**config.mk**
```make
export PLATFORM = sky130hd
export DESIGN_NAME = square_noise_sound_generator_unit
export DESIGN_NICKNAME = d
export VERILOG_FILES = /design/src/rtl/snsg_pkg.sv /design/src/rtl/snsg_tick_unit.sv /design/src/rtl/snsg_mix_unit.sv /design/src/rtl/square_noise_sound_generator_unit.sv
export SDC_FILE = /design/constraint.sdc
export NUM_CORES = 1
export LEC_CHECK = 0
export ABC_CLOCK_PERIOD_IN_PS = 5400
export BUFFER_PORTS_ARGS = -buffer_cell sky130_fd_sc_hd__buf_4
export CORE_MARGIN = 8
export CORE_UTILIZATION = 35
export CTS_BUF_LIST = sky130_fd_sc_hd__clkbuf_4 sky130_fd_sc_hd__clkbuf_8 sky130_fd_sc_hd__clkbuf_16
export CTS_CLUSTER_SIZE = 30
export DETAILED_ROUTE_END_ITERATION = 7
export GPL_TIMING_DRIVEN = 0
export PLACE_DENSITY_LB_ADDON = 0.15
export SETUP_SLACK_MARGIN = 0.4
export SLEW_MARGIN = 20
export SYNTH_ARGS = -nofsm -noshare
export SYNTH_HDL_FRONTEND = slang
export SYNTH_SLANG_ARGS = --single-unit
```
**constraint.sdc**
```tcl
create_clock -name clk -period 5.4 [get_ports clk]
set_clock_uncertainty 0.1 [all_clocks]
set_input_delay 1.08 -clock clk [delete_from_list [all_inputs] [get_ports clk]]
set_output_delay 1.08 -clock clk [all_outputs]
set_load 0.02 [all_outputs]
```
**src/rtl/snsg_pkg.sv**
```systemverilog
// ----------------------------------------------------------------------------
// snsg_pkg: shared types and constants
// Widths, reset values, the attenuation table and the channel state word of
// the square/noise sound generator.
// ----------------------------------------------------------------------------
package snsg_pkg;

  localparam int unsigned NumChannels = 4;
  localparam int unsigned ChanIdxWidth = 2;
  localparam int unsigned PeriodWidth = 10;
  localparam int unsigned AttenWidth = 4;
  localparam int unsigned LevelWidth = 8;
  localparam int unsigned NoiseWidth = 16;
  localparam int unsigned PhaseWidth = 16;
  localparam int unsigned TickIncWidth = 20;
  localparam int unsigned GainWidth = 7;
  localparam int unsigned TickCntWidth = 5;   // whole ticks per word, at most 16
  localparam int unsigned MixWidth = 11;      // four levels of +-255
  localparam int unsigned ProdWidth = 18;     // mix times gain
  localparam int unsigned SampleWidth = 16;

  localparam logic [ChanIdxWidth-1:0] NoiseChan = 2'd3;
  localparam logic [ChanIdxWidth-1:0] LastChan = 2'd3;

  localparam logic [TickIncWidth-1:0] TickIncReset = 20'd332467;
  localparam logic [GainWidth-1:0] GainReset = 7'd24;
  localparam logic [NoiseWidth-1:0] NoiseReset = 16'h8000;
  localparam logic [AttenWidth-1:0] AttenSilent = 4'd15;
  localparam logic [PeriodWidth-1:0] PeriodReset = 10'd1;

  localparam logic [ProdWidth-1:0] SatMax = 18'sd32767;
  localparam logic [ProdWidth-1:0] SatMin = -18'sd32768;

  // configuration register indexes
  localparam logic CfgTickInc = 1'b0;
  localparam logic CfgGain = 1'b1;

  // input kinds
  localparam logic KindWrite = 1'b0;
  localparam logic KindSample = 1'b1;

  typedef struct packed {
    logic [PeriodWidth-1:0] count;
    logic                   out_bit;
  } chan_state_t;

  typedef struct packed {
    logic clear;
    logic add;
    logic mul;
  } mix_ctrl_t;

  function automatic logic [LevelWidth-1:0] atten_level(input logic [AttenWidth-1:0] a);
    logic [LevelWidth-1:0] lv;
    unique case (a)
      4'd0:    lv = 8'd255;
      4'd1:    lv = 8'd202;
      4'd2:    lv = 8'd161;
      4'd3:    lv = 8'd128;
      4'd4:    lv = 8'd101;
      4'd5:    lv = 8'd81;
      4'd6:    lv = 8'd64;
      4'd7:    lv = 8'd51;
      4'd8:    lv = 8'd40;
      4'd9:    lv = 8'd32;
      4'd10:   lv = 8'd26;
      4'd11:   lv = 8'd20;
      4'd12:   lv = 8'd16;
      4'd13:   lv = 8'd13;
      4'd14:   lv = 8'd10;
      default: lv = 8'd0;
    endcase
    return lv;
  endfunction

endpackage

```
**src/rtl/snsg_tick_unit.sv**
```systemverilog
// ----------------------------------------------------------------------------
// snsg_tick_unit: one channel step of a chip tick
// Counts the channel down, reloads it at zero and toggles the square output
// or shifts the noise register. Shared by all four channels in turn.
// ----------------------------------------------------------------------------
module snsg_tick_unit (
  input  snsg_pkg::chan_state_t               cur,
  input  logic [snsg_pkg::PeriodWidth-1:0]    period,
  input  logic                                is_noise,
  input  logic [snsg_pkg::NoiseWidth-1:0]     noise,
  output snsg_pkg::chan_state_t               nxt,
  output logic [snsg_pkg::NoiseWidth-1:0]     noise_next
);

  logic [snsg_pkg::PeriodWidth-1:0] dec;
  logic [snsg_pkg::PeriodWidth-1:0] reload;
  logic                             hit;
  logic                             fb;
  logic [snsg_pkg::NoiseWidth-1:0]  shifted;

  assign dec = (cur.count != '0) ? cur.count - 1'b1 : '0;
  assign hit = (dec == '0);
  assign reload = (period != '0) ? period : snsg_pkg::PeriodReset;

  // bit 2 of the noise period picks white feedback
  assign fb = period[2] ? (noise[0] ^ noise[3]) : noise[0];
  assign shifted = {fb, noise[snsg_pkg::NoiseWidth-1:1]};

  always_comb begin
    nxt.count = hit ? reload : dec;
    nxt.out_bit = cur.out_bit;
    noise_next = noise;
    if (hit) begin
      if (is_noise) begin
        noise_next = shifted;
        nxt.out_bit = shifted[0];
      end else begin
        nxt.out_bit = ~cur.out_bit;
      end
    end
  end

endmodule

```
**src/rtl/snsg_mix_unit.sv**
```systemverilog
// ----------------------------------------------------------------------------
// snsg_mix_unit: channel mixer
// Accumulates +level or -level one channel a cycle, multiplies the sum by the
// gain into a product register and saturates to 16 bits.
// ----------------------------------------------------------------------------
module snsg_mix_unit (
  input  logic                                  clk,
  input  snsg_pkg::mix_ctrl_t                   ctrl,
  input  logic [snsg_pkg::LevelWidth-1:0]       level,
  input  logic                                  positive,
  input  logic [snsg_pkg::GainWidth-1:0]        gain,
  output logic signed [snsg_pkg::SampleWidth-1:0] sample
);

  logic signed [snsg_pkg::MixWidth-1:0]  mix;
  logic signed [snsg_pkg::MixWidth-1:0]  term;
  logic signed [snsg_pkg::ProdWidth-1:0] prod;
  logic signed [snsg_pkg::MixWidth+snsg_pkg::GainWidth:0] full;

  assign term = positive ? $signed({3'b000, level}) : -$signed({3'b000, level});
  assign full = mix * $signed({1'b0, gain});

  always_ff @(posedge clk) begin
    if (ctrl.clear) begin
      mix <= '0;
    end else if (ctrl.add) begin
      mix <= mix + term;
    end
    if (ctrl.mul) begin
      prod <= full[snsg_pkg::ProdWidth-1:0];
    end
  end

  always_comb begin
    if (prod > $signed(snsg_pkg::SatMax)) begin
      sample = 16'sh7FFF;
    end else if (prod < $signed(snsg_pkg::SatMin)) begin
      sample = 16'sh8000;
    end else begin
      sample = prod[snsg_pkg::SampleWidth-1:0];
    end
  end

endmodule

```
**src/rtl/square_noise_sound_generator_unit.sv**
```systemverilog
// ----------------------------------------------------------------------------
// square_noise_sound_generator_unit: four-channel square/noise generator
// Three square channels and one noise channel, register-byte programmed,
// mixed to one saturated mono sample per sample word.
//
//   channel  direction  handshake           payload
//   in       sink       in_valid/in_stall   kind, write_byte
//   out      source     out_valid/out_stall sample_value
//   cfg      sink       cfg_write           cfg_index, cfg_data
//
// A register-write word completes in the cycle it is accepted.
// A sample word runs T chip ticks (5 or 6 at the reset rate): the single tick
// unit visits one channel per cycle, then the mixer sums the four channels,
// multiplies the sum by the gain and the sample is loaded out.
// Reset is synchronous and restores all channel state and both registers.
// in_stall is high while a sample is in flight; a finished sample waits in
// that state until the output register is free.
// ----------------------------------------------------------------------------
module square_noise_sound_generator_unit (
  input  logic                                      clk,
  input  logic                                      rst,
  input  logic                                      in_valid,
  output logic                                      in_stall,
  input  logic                                      kind,
  input  logic [7:0]                                write_byte,
  output logic                                      out_valid,
  input  logic                                      out_stall,
  output logic signed [snsg_pkg::SampleWidth-1:0]   sample_value,
  input  logic                                      cfg_write,
  input  logic                                      cfg_index,
  input  logic [snsg_pkg::TickIncWidth-1:0]         cfg_data
);

  typedef enum logic [4:0] {
    S_IDLE = 5'b00001,
    S_TICK = 5'b00010,
    S_MIX  = 5'b00100,
    S_MUL  = 5'b01000,
    S_DONE = 5'b10000
  } state_t;

  state_t state;

  logic [snsg_pkg::TickIncWidth-1:0] tick_inc;
  logic [snsg_pkg::GainWidth-1:0]    gain;

  logic [snsg_pkg::PeriodWidth-1:0] tone_period [snsg_pkg::NumChannels];
  logic [snsg_pkg::PeriodWidth-1:0] tick_counter [snsg_pkg::NumChannels];
  logic [snsg_pkg::AttenWidth-1:0]  attenuation [snsg_pkg::NumChannels];
  logic [snsg_pkg::NumChannels-1:0] chan_out;
  logic [snsg_pkg::NoiseWidth-1:0]  noise_shift;
  logic [2:0]                       latched_target;
  logic [snsg_pkg::PhaseWidth-1:0]  phase;

  logic [snsg_pkg::ChanIdxWidth-1:0] ch;
  logic [snsg_pkg::TickCntWidth-1:0] ticks_left;

  logic                                in_take;
  logic                                out_free;
  logic [snsg_pkg::TickIncWidth:0]     phase_sum;
  logic [snsg_pkg::ChanIdxWidth-1:0]   wr_ch;
  logic [snsg_pkg::ChanIdxWidth-1:0]   rd_idx;
  logic [snsg_pkg::PeriodWidth-1:0]    period_rd;
  logic                                wr_is_vol;

  snsg_pkg::chan_state_t            cur_chan;
  snsg_pkg::chan_state_t            nxt_chan;
  logic [snsg_pkg::NoiseWidth-1:0]  noise_next;
  snsg_pkg::mix_ctrl_t              mix_ctrl;
  logic signed [snsg_pkg::SampleWidth-1:0] mixed;

  assign in_stall = (state != S_IDLE);
  assign in_take = in_valid && !in_stall;
  assign out_free = !out_valid || !out_stall;

  assign phase_sum = {5'd0, phase} + {1'b0, tick_inc};

  // register byte decode; latch bytes carry their own channel
  assign wr_ch = write_byte[7] ? write_byte[6:5] : latched_target[2:1];
  assign wr_is_vol = write_byte[7] ? write_byte[4] : latched_target[0];

  // one read port on the period file, shared by writes and ticks
  assign rd_idx = (state == S_IDLE) ? wr_ch : ch;
  assign period_rd = tone_period[rd_idx];

  assign cur_chan.count = tick_counter[ch];
  assign cur_chan.out_bit = chan_out[ch];

  snsg_tick_unit u_tick (
    .cur        (cur_chan),
    .period     (period_rd),
    .is_noise   (ch == snsg_pkg::NoiseChan),
    .noise      (noise_shift),
    .nxt        (nxt_chan),
    .noise_next (noise_next)
  );

  always_comb begin
    mix_ctrl.clear = in_take && (kind == snsg_pkg::KindSample);
    mix_ctrl.add = (state == S_MIX);
    mix_ctrl.mul = (state == S_MUL);
  end

  snsg_mix_unit u_mix (
    .clk      (clk),
    .ctrl     (mix_ctrl),
    .level    (snsg_pkg::atten_level(attenuation[ch])),
    .positive (chan_out[ch]),
    .gain     (gain),
    .sample   (mixed)
  );

  // configuration registers
  always_ff @(posedge clk) begin
    if (rst) begin
      tick_inc <= snsg_pkg::TickIncReset;
      gain <= snsg_pkg::GainReset;
    end else if (cfg_write) begin
      unique case (cfg_index)
        snsg_pkg::CfgTickInc: tick_inc <= cfg_data;
        snsg_pkg::CfgGain:    gain <= cfg_data[snsg_pkg::GainWidth-1:0];
        default: ;
      endcase
    end
  end

  // sequencer and channel state
  always_ff @(posedge clk) begin
    if (rst) begin
      state <= S_IDLE;
      ch <= '0;
      ticks_left <= '0;
      phase <= '0;
      latched_target <= '0;
      noise_shift <= snsg_pkg::NoiseReset;
      chan_out <= '0;
      for (int i = 0; i < snsg_pkg::NumChannels; i++) begin
        tone_period[i] <= snsg_pkg::PeriodReset;
        tick_counter[i] <= '0;
        attenuation[i] <= snsg_pkg::AttenSilent;
      end
    end else begin
      unique case (state)
        S_IDLE: begin
          if (in_take) begin
            if (kind == snsg_pkg::KindWrite) begin
              if (write_byte[7]) begin
                latched_target <= write_byte[6:4];
              end
              if (wr_is_vol) begin
                attenuation[wr_ch] <= write_byte[3:0];
              end else if (write_byte[7]) begin
                tone_period[wr_ch] <= {period_rd[9:4], write_byte[3:0]};
              end else begin
                tone_period[wr_ch] <= {write_byte[5:0], period_rd[3:0]};
              end
            end else begin
              phase <= phase_sum[snsg_pkg::PhaseWidth-1:0];
              ticks_left <= phase_sum[snsg_pkg::TickIncWidth:snsg_pkg::PhaseWidth];
              ch <= '0;
              state <= (phase_sum[snsg_pkg::TickIncWidth:snsg_pkg::PhaseWidth] != '0)
                       ? S_TICK : S_MIX;
            end
          end
        end
        S_TICK: begin
          tick_counter[ch] <= nxt_chan.count;
          chan_out[ch] <= nxt_chan.out_bit;
          if (ch == snsg_pkg::NoiseChan) begin
            noise_shift <= noise_next;
          end
          ch <= ch + 1'b1;
          if (ch == snsg_pkg::LastChan) begin
            ticks_left <= ticks_left - 1'b1;
            if (ticks_left == 5'd1) begin
              state <= S_MIX;
            end
          end
        end
        S_MIX: begin
          ch <= ch + 1'b1;
          if (ch == snsg_pkg::LastChan) begin
            state <= S_MUL;
          end
        end
        S_MUL: begin
          state <= S_DONE;
        end
        S_DONE: begin
          if (out_free) begin
            state <= S_IDLE;
          end
        end
        default: state <= S_IDLE;
      endcase
    end
  end

  // output word flag: loading a new word wins over a drain
  always_ff @(posedge clk) begin
    if (rst) begin
      out_valid <= 1'b0;
    end else if (state == S_DONE && out_free) begin
      out_valid <= 1'b1;
    end else if (!out_stall) begin
      out_valid <= 1'b0;
    end
  end

  always_ff @(posedge clk) begin
    if (state == S_DONE && out_free) begin
      sample_value <= mixed;
    end
  end

  // a new word reaches the output only out of the final sequencer step
  a_out_from_done: assert property (@(posedge clk) disable iff (rst)
    $rose(out_valid) |-> $past(state == S_DONE))
    else $error("output word loaded outside final step");

  // a sample word always starts the sequencer
  a_sample_starts: assert property (@(posedge clk) disable iff (rst)
    (in_take && kind == snsg_pkg::KindSample) |=> (state == S_TICK || state == S_MIX))
    else $error("sample word did not start the sequencer");

  // the mix pass always starts on the first channel
  a_mix_from_ch0: assert property (@(posedge clk) disable iff (rst)
    (state == S_MIX && $past(state) != S_MIX) |-> ch == '0)
    else $error("mix pass started off channel zero");

  // a visited channel counter is never left at zero
  a_count_reloaded: assert property (@(posedge clk) disable iff (rst)
    (state == S_TICK) |=> tick_counter[$past(ch)] != '0)
    else $error("channel counter left at zero after tick");

endmodule
```
### After elaboration in Yosys (flattened, before gate mapping)

Memory sizes are Yosys's and may differ from the RTL's. A register that Yosys moved wholly into a read port is not among the register bits.
Index checks and enable logic that the tools add are counted.

* register bits after elaboration: 124
* RAM bits: 96
* ROM bits: 128
* bits of input ports: 35
* logic and storage cells: 146
* memories kept: 4

* add/subtract/negate cells: 6
* $mul: 1
* $lt $le $gt $ge: 4
* eq/ne operators: 15
* muxes and demuxes: 72
* bitwise operators: 5
* reductions and logical operators: 26

Memories
* (no name shown): depth 16, width 8, rd ports 1, clocked after Yosys merged registers in 0, write ports 0, line snsg_pkg.sv:55 `unique case (a)`
* tick_counter: depth 4, width 10, rd ports 1, clocked after Yosys merged registers in 1, write ports 4, line square_noise_sound_generator_unit.sv:48 `logic [snsg_pkg::PeriodWidth-1:0] tick_counter [snsg_pkg::NumChannels];`
* tone_period: depth 4, width 10, rd ports 1, clocked after Yosys merged registers in 0, write ports 4, line square_noise_sound_generator_unit.sv:47 `logic [snsg_pkg::PeriodWidth-1:0] tone_period [snsg_pkg::NumChannels];`
* attenuation: depth 4, width 4, rd ports 1, clocked after Yosys merged registers in 1, write ports 4, line square_noise_sound_generator_unit.sv:49 `logic [snsg_pkg::AttenWidth-1:0] attenuation [snsg_pkg::NumChannels];`

Operator list (number)
* $mux 10: 6
* $mux 5: 9
* $mux 1: 36
* $pmux 5 s5: 1
* $mux 2: 11
* $add 16x20->21: 1
* $reduce_bool 10->1: 2
* $reduce_or 10->1: 2
* $gt 18x16->1 const B: 1
* $lt 18x16->1 const B: 1
* $mul 11x8->18: 1
* $mux 16: 1
* $add 11x11->11: 1
* $mux 11: 1
* $neg 8->11: 1
* $eq 5x1->1 const B: 2
* $logic_not 10->1: 1
* $pmux 5 s2: 1
* $sub 10x1->10 const B: 1
* $reduce_and 3->1: 3
* $ne 2x2->1 const B: 4
* $reduce_and 4->1: 2
* $ne 2x1->1 const B: 3
* $reduce_and 6->1: 1
* other kinds (27): 36

### Longest topological paths before layout

* word-level depth: 10
* gate-level depth with buffers: 19
* mapped depth without buffers: 17

### Cells and area by module

A second synthesis with hierarchy kept.

* cell total of the unflattened synthesis: 1519
* area, all modules: 14826.7 sq um

Modules (own cells, without submodules)
* square_noise_sound_generator_unit: instances 1, cells an instance 841, area an instance 9145.0 sq um, sequential area each 4984.8 sq um
* snsg_mix_unit: instances 1, cells an instance 594, area an instance 4947.2 sq um, sequential area each 760.7 sq um
* snsg_tick_unit: instances 1, cells an instance 84, area an instance 734.5 sq um, sequential area each 0.0 sq um

### Worst setup path before layout

Ideal clock, no wire load.

* path kind: reg2reg
* start point: reg gain[4] in the netlist's numbering
* end point: reg u_mix.prod[17] in the netlist's numbering (data pin)
* data arrival time: 4.267 ns
* data required time: 5.041 ns
* setup slack: 0.775 ns
* cell stages (with the launch flop): 17
* cell sequence: dfxtp_1 clkbuf_1 nand2_1 fa_1 inv_1 fa_1 fa_1 inv_1 fa_1 inv_1 ha_1 or2_2 a21oi_1 a21oi_1 a211oi_1 nor2_1 a211o_1

* word-level cells in the longest chain between the ends: 1

Ends and longest elaborated chain
* start, declared: line square_noise_sound_generator_unit.sv:45 `logic [snsg_pkg::GainWidth-1:0] gain;`
* start signal, assigned: line square_noise_sound_generator_unit.sv:117 `gain <= snsg_pkg::GainReset;`
* start signal, assigned: line square_noise_sound_generator_unit.sv:121 `snsg_pkg::CfgGain: gain <= cfg_data[snsg_pkg::GainWidth-1:0];`
* $mul 11x8->18: line snsg_mix_unit.sv:21 `assign full = mix * $signed({1'b0, gain});`
* via u_mix.full (one bit): line snsg_mix_unit.sv:18 `logic signed [snsg_pkg::MixWidth+snsg_pkg::GainWidth:0] full;`
* end signal, assigned: line snsg_mix_unit.sv:30 `prod <= full[snsg_pkg::ProdWidth-1:0];`
* end, declared: line snsg_mix_unit.sv:17 `logic signed [snsg_pkg::ProdWidth-1:0] prod;`

The timed path passes the listed nets, and every way through them passes these cells.
A chain may end at the register's enable or synchronous reset.

### Worst setup path after layout

Ends and elaborated chain as after synthesis.

==> results.toml <==
[cells_and_area]
num-fill-cells = 3972
nets = 1723
drive_gt1_share_pct = 10.17
multi_input_area_um2 = 7624
num_antenna_cells = 0
area_growth_pct = 13.97
area.sequential_um2 = 5749

[timing]
slew_violations = 0
setup_tns_ns = 0
worstMarginPinSlew_ns = 0.8369
max_freq_mhz = 209.0
hold_viol = 0
setup_viol_count_final = 0
fin_crit_ns = 4.785
maxSlewHeadroom_pct = 43.10
min_period_over_period_pct = 88.61
grt_setup_unrepaired = "no"
setup_slack_ns = 0.6148

[worst_setup_path]
critPathTopFamily = "adder cells"
cpMaxStageDelayCell = "fa_1"
path_class = "reg -> reg"
cp-start-kind = "flip-flop"
crit_buf_inv = 4
crit_top_cell = "fa_1"
critPathRequiredTime_ns = 5.60
worstPathCellList = "buf_6 > nand2_1 > fa_1 > inv_1 > fa_1 > fa_1 > inv_1 > fa_1 > inv_1 > ha_1 > or2_2 > a21oi_1 > a21oi_1 > a211oi_2 > nor2_1 > a211o_1"
worst-path-max-fanout = 10
worst_setup_path_end_kind = "flip-flop"
slowest_delay_ns = 0.55
cp.arrival_ns = 4.99

[synthesis]
yosysWarnings = 0
synthArstFlopShare_pct = 0
post_synth.cell_area_avg_um2 = 9.549
synth_edf_count = 130
synthFlopType = "edfxtp_1"
synth_largest_area_cell = "edfxtp_1"
synth_area_leaders = "edfxtp_1, dfxtp_1, fa_1, ha_1, nand2_1"
ys_types = 79
seq_area_frac_synth_pct = 40.88
synth-seq-cells = 222
netlist_instances = 1472
synth_area_um2 = 14060
synth_nets = 1642
yosysTopAreaCellShare_pct = 27.77

[grt]
grt_use_total_pct = 14.55
grt.overflow.total = 0
grt_pass1_vias = 10680
grt_pass1_wl_mm = 56.24
grt_start_max_net_pins = 15
antenna_found_initial = 0

[power]
power.density_nw_per_um2 = 270.6
p_leak_nw = 6.394
p_total_mw = 4.334
max-vdd-ir-drop_v = 0.0002138

[clock_tree]
clock-sinks = 222
clk_pin_slew_ns = 0.06
cts_tree = "yes"
htree_levels = 1
worstSkewPairLatency_ns = 0.56
clockBufferDepth = 3
cts-root-buf = "clkbuf_16"
numCtsBuffers = 27

[placement]
port_buffers = 49
gp_congestion = 0.8056
dp_slack_ns = 0.1637
dpl.hpwl_mm = 25.58

[floorplanning]
start_util_pct = 35.38
die_area_um2 = 46830
fp.dieW_um = 216.4
std_cell_rows = 73
coreArea_um2 = 39730
ioPinCount = 53
die_h_um = 216.4

[routing]
wl_per_cell_um = 16.21
drt_iter0_drc = 418
via_per_inst = 4.990
ant_nets = 0
wirelength_mm = 34.02
drc = 0
dr.pass1.iters = 5
via_count = 10470

[status]
outcome = "completed"

[flow_run]
cap_violations = 0

[worst_hold_path]
hp-class = "reg -> reg"
==> kinds of logic after synthesis <==
| family | share of synthesized area, % |
|---|---|
| AO/OA/AOI/OAI | 11.40 |
| XOR/XNOR | 2.555 |
| adder cells (fa/ha/maj) | 15.28 |
| buffers and inverters | 5.403 |
| flip-flops | 40.88 |
| multiplexers | 5.350 |
| AND/OR/NAND/NOR | 19.14 |
==> placed cells by master, fill, tap and decap left out, types with 7 or more instances in the layout <==
master / count
clkinv_1: 11
nor2b_1: 10
nor2_1: 179
xnor2_1: 36
nand2_1: 188
a21o_1: 13
nand3b_1: 7
or3_1: 7
dfxtp_1: 89
clkbuf_1: 47
and3_1: 7
edfxtp_1: 130
o21ai_0: 24
nand3_1: 61
or2_2: 9
a22oi_1: 11
a211oi_1: 12
nand2b_1: 10
o211ai_1: 8
clkbuf_16: 27
buf_4: 54
nor3_1: 24
mux2i_1: 12
mux4_2: 25
ha_1: 74
inv_1: 132
fa_1: 61
and2_1: 58
a21oi_1: 109
==> layout make-up <==
cell class / count / area share (%)
multi-input combinational: 1054 / 47.59
sequential: 222 / 35.89
clock buffer: 30 / 4.358
tap: 525 / 4.101
inverter: 132 / 3.093
timing repair buffer: 52 / 2.460
buffer: 64 / 1.796
clock inverter: 19 / 0.7108
==> registers in the layout, summed over array words and instances (netlist names), 11 cells and up, named ones only <==
| name | count |
|---|---|
| u_mix.mix | 11 |
| noise_shift | 16 |
| u_mix.prod | 18 |
| sample_value | 16 |
| tick_inc | 20 |
| phase | 16 |
| tone_period | 40 |
| attenuation | 16 |
| tick_counter | 40 |
==> worst reg2reg max path: stages (launching register included) <==
cell      delay (ns)
dfxtp_2         0.35
buf_6           0.15
nand2_1         0.08
fa_1            0.55
inv_1           0.06
fa_1            0.46
fa_1            0.54
inv_1           0.06
fa_1            0.53
inv_1           0.04
ha_1            0.33
or2_2           0.32
a21oi_1         0.15
a21oi_1         0.10
a211oi_2        0.31
nor2_1          0.11
a211o_1         0.27
==> power by group <==
part	total, mW	switching [mW]	internal, mW
registers	1.88	0.0269	1.85
clock network	1.67	0.742	0.932
logic	0.784	0.451	0.332
total	4.33	1.22	3.11
==> what timing repair did <==
item / 4_1_cts / 5_1_grt
buffers inserted: 0 / 1
hold buffers: 0 / 0
resized for setup: 4 / 28
hold endpoints to repair: 0 / 0
gates cloned: 0 / 0
pin swaps: 0 / 1
setup endpoints to repair: 4 / 4
==> synth_stat cells, types with 3 or more instances <==
cell         n
and2_1      58
a21oi_1    111
o2111ai_1    3
o31ai_1      4
mux4_2      25
edfxtp_1   130
o21bai_1     4
a211o_1      5
ha_1        74
o311ai_0     3
a22oi_1     11
o22a_1       3
or3_1        7
and3_1       7
or2_2        9
nor4_1       5
o21ai_0     25
clkbuf_1    53
dfxtp_1     92
a41oi_1      3
a31oi_1      4
nor2b_1     10
nor2_1     179
xnor2_1     36
fa_1        61
nand3_1     61
or4_1        4
nand2b_1    10
mux2i_1     13
a211oi_1    14
a21o_1      13
a311oi_1     5
nor3_1      24
mux2_2       4
inv_1      132
xor2_1       5
nand2_1    188
nand3b_1     7
buf_1        6
o21a_1       4
o211ai_1     8
==> path summary, 6_finish.rpt <==
kind	endpoint	slack, ns	start	cells after the start
max reg2reg	u_mix.prod[17]	0.61	gain[4]	16
max	u_mix.prod[17]	0.61	gain[4]	16
min	phase[9]	0.35	phase[9]	2
min reg2reg	phase[9]	0.35	phase[9]	2
==> metrics by stage <==
stage / std cells / utilization, % / hold WS (ns) / area, um2
finish: 2098 / 40.32 / 0.3542 / 16020
global route: 2098 / 40.32 / 0.3743 / 16020
CTS: 2097 / 40.15 / 0.3565 / 15950
detailed placement: 2048 / 38.09 / 0.3476 / 15140
global placement: 2046 / 37.96 / 0.3420 / 15080
floorplan: 1472 / - / 0.3356 / 14060
==> routing by layer <==
| metal | GRT usage, % | up-vias | part of all wire, % |
|---|---|---|---|
| li1 | - | 5250 | - |
| met1 | 19.01 | 5043 | 47 |
| met2 | 25.22 | 137 | 48 |
| met3 | 2.326 | 39 | 3.3 |
| met4 | 2.908 | 0 | 1.9 |
| met5 | 0 | - | 0 |
Note: power is estimated with default switching activity, not from simulation.
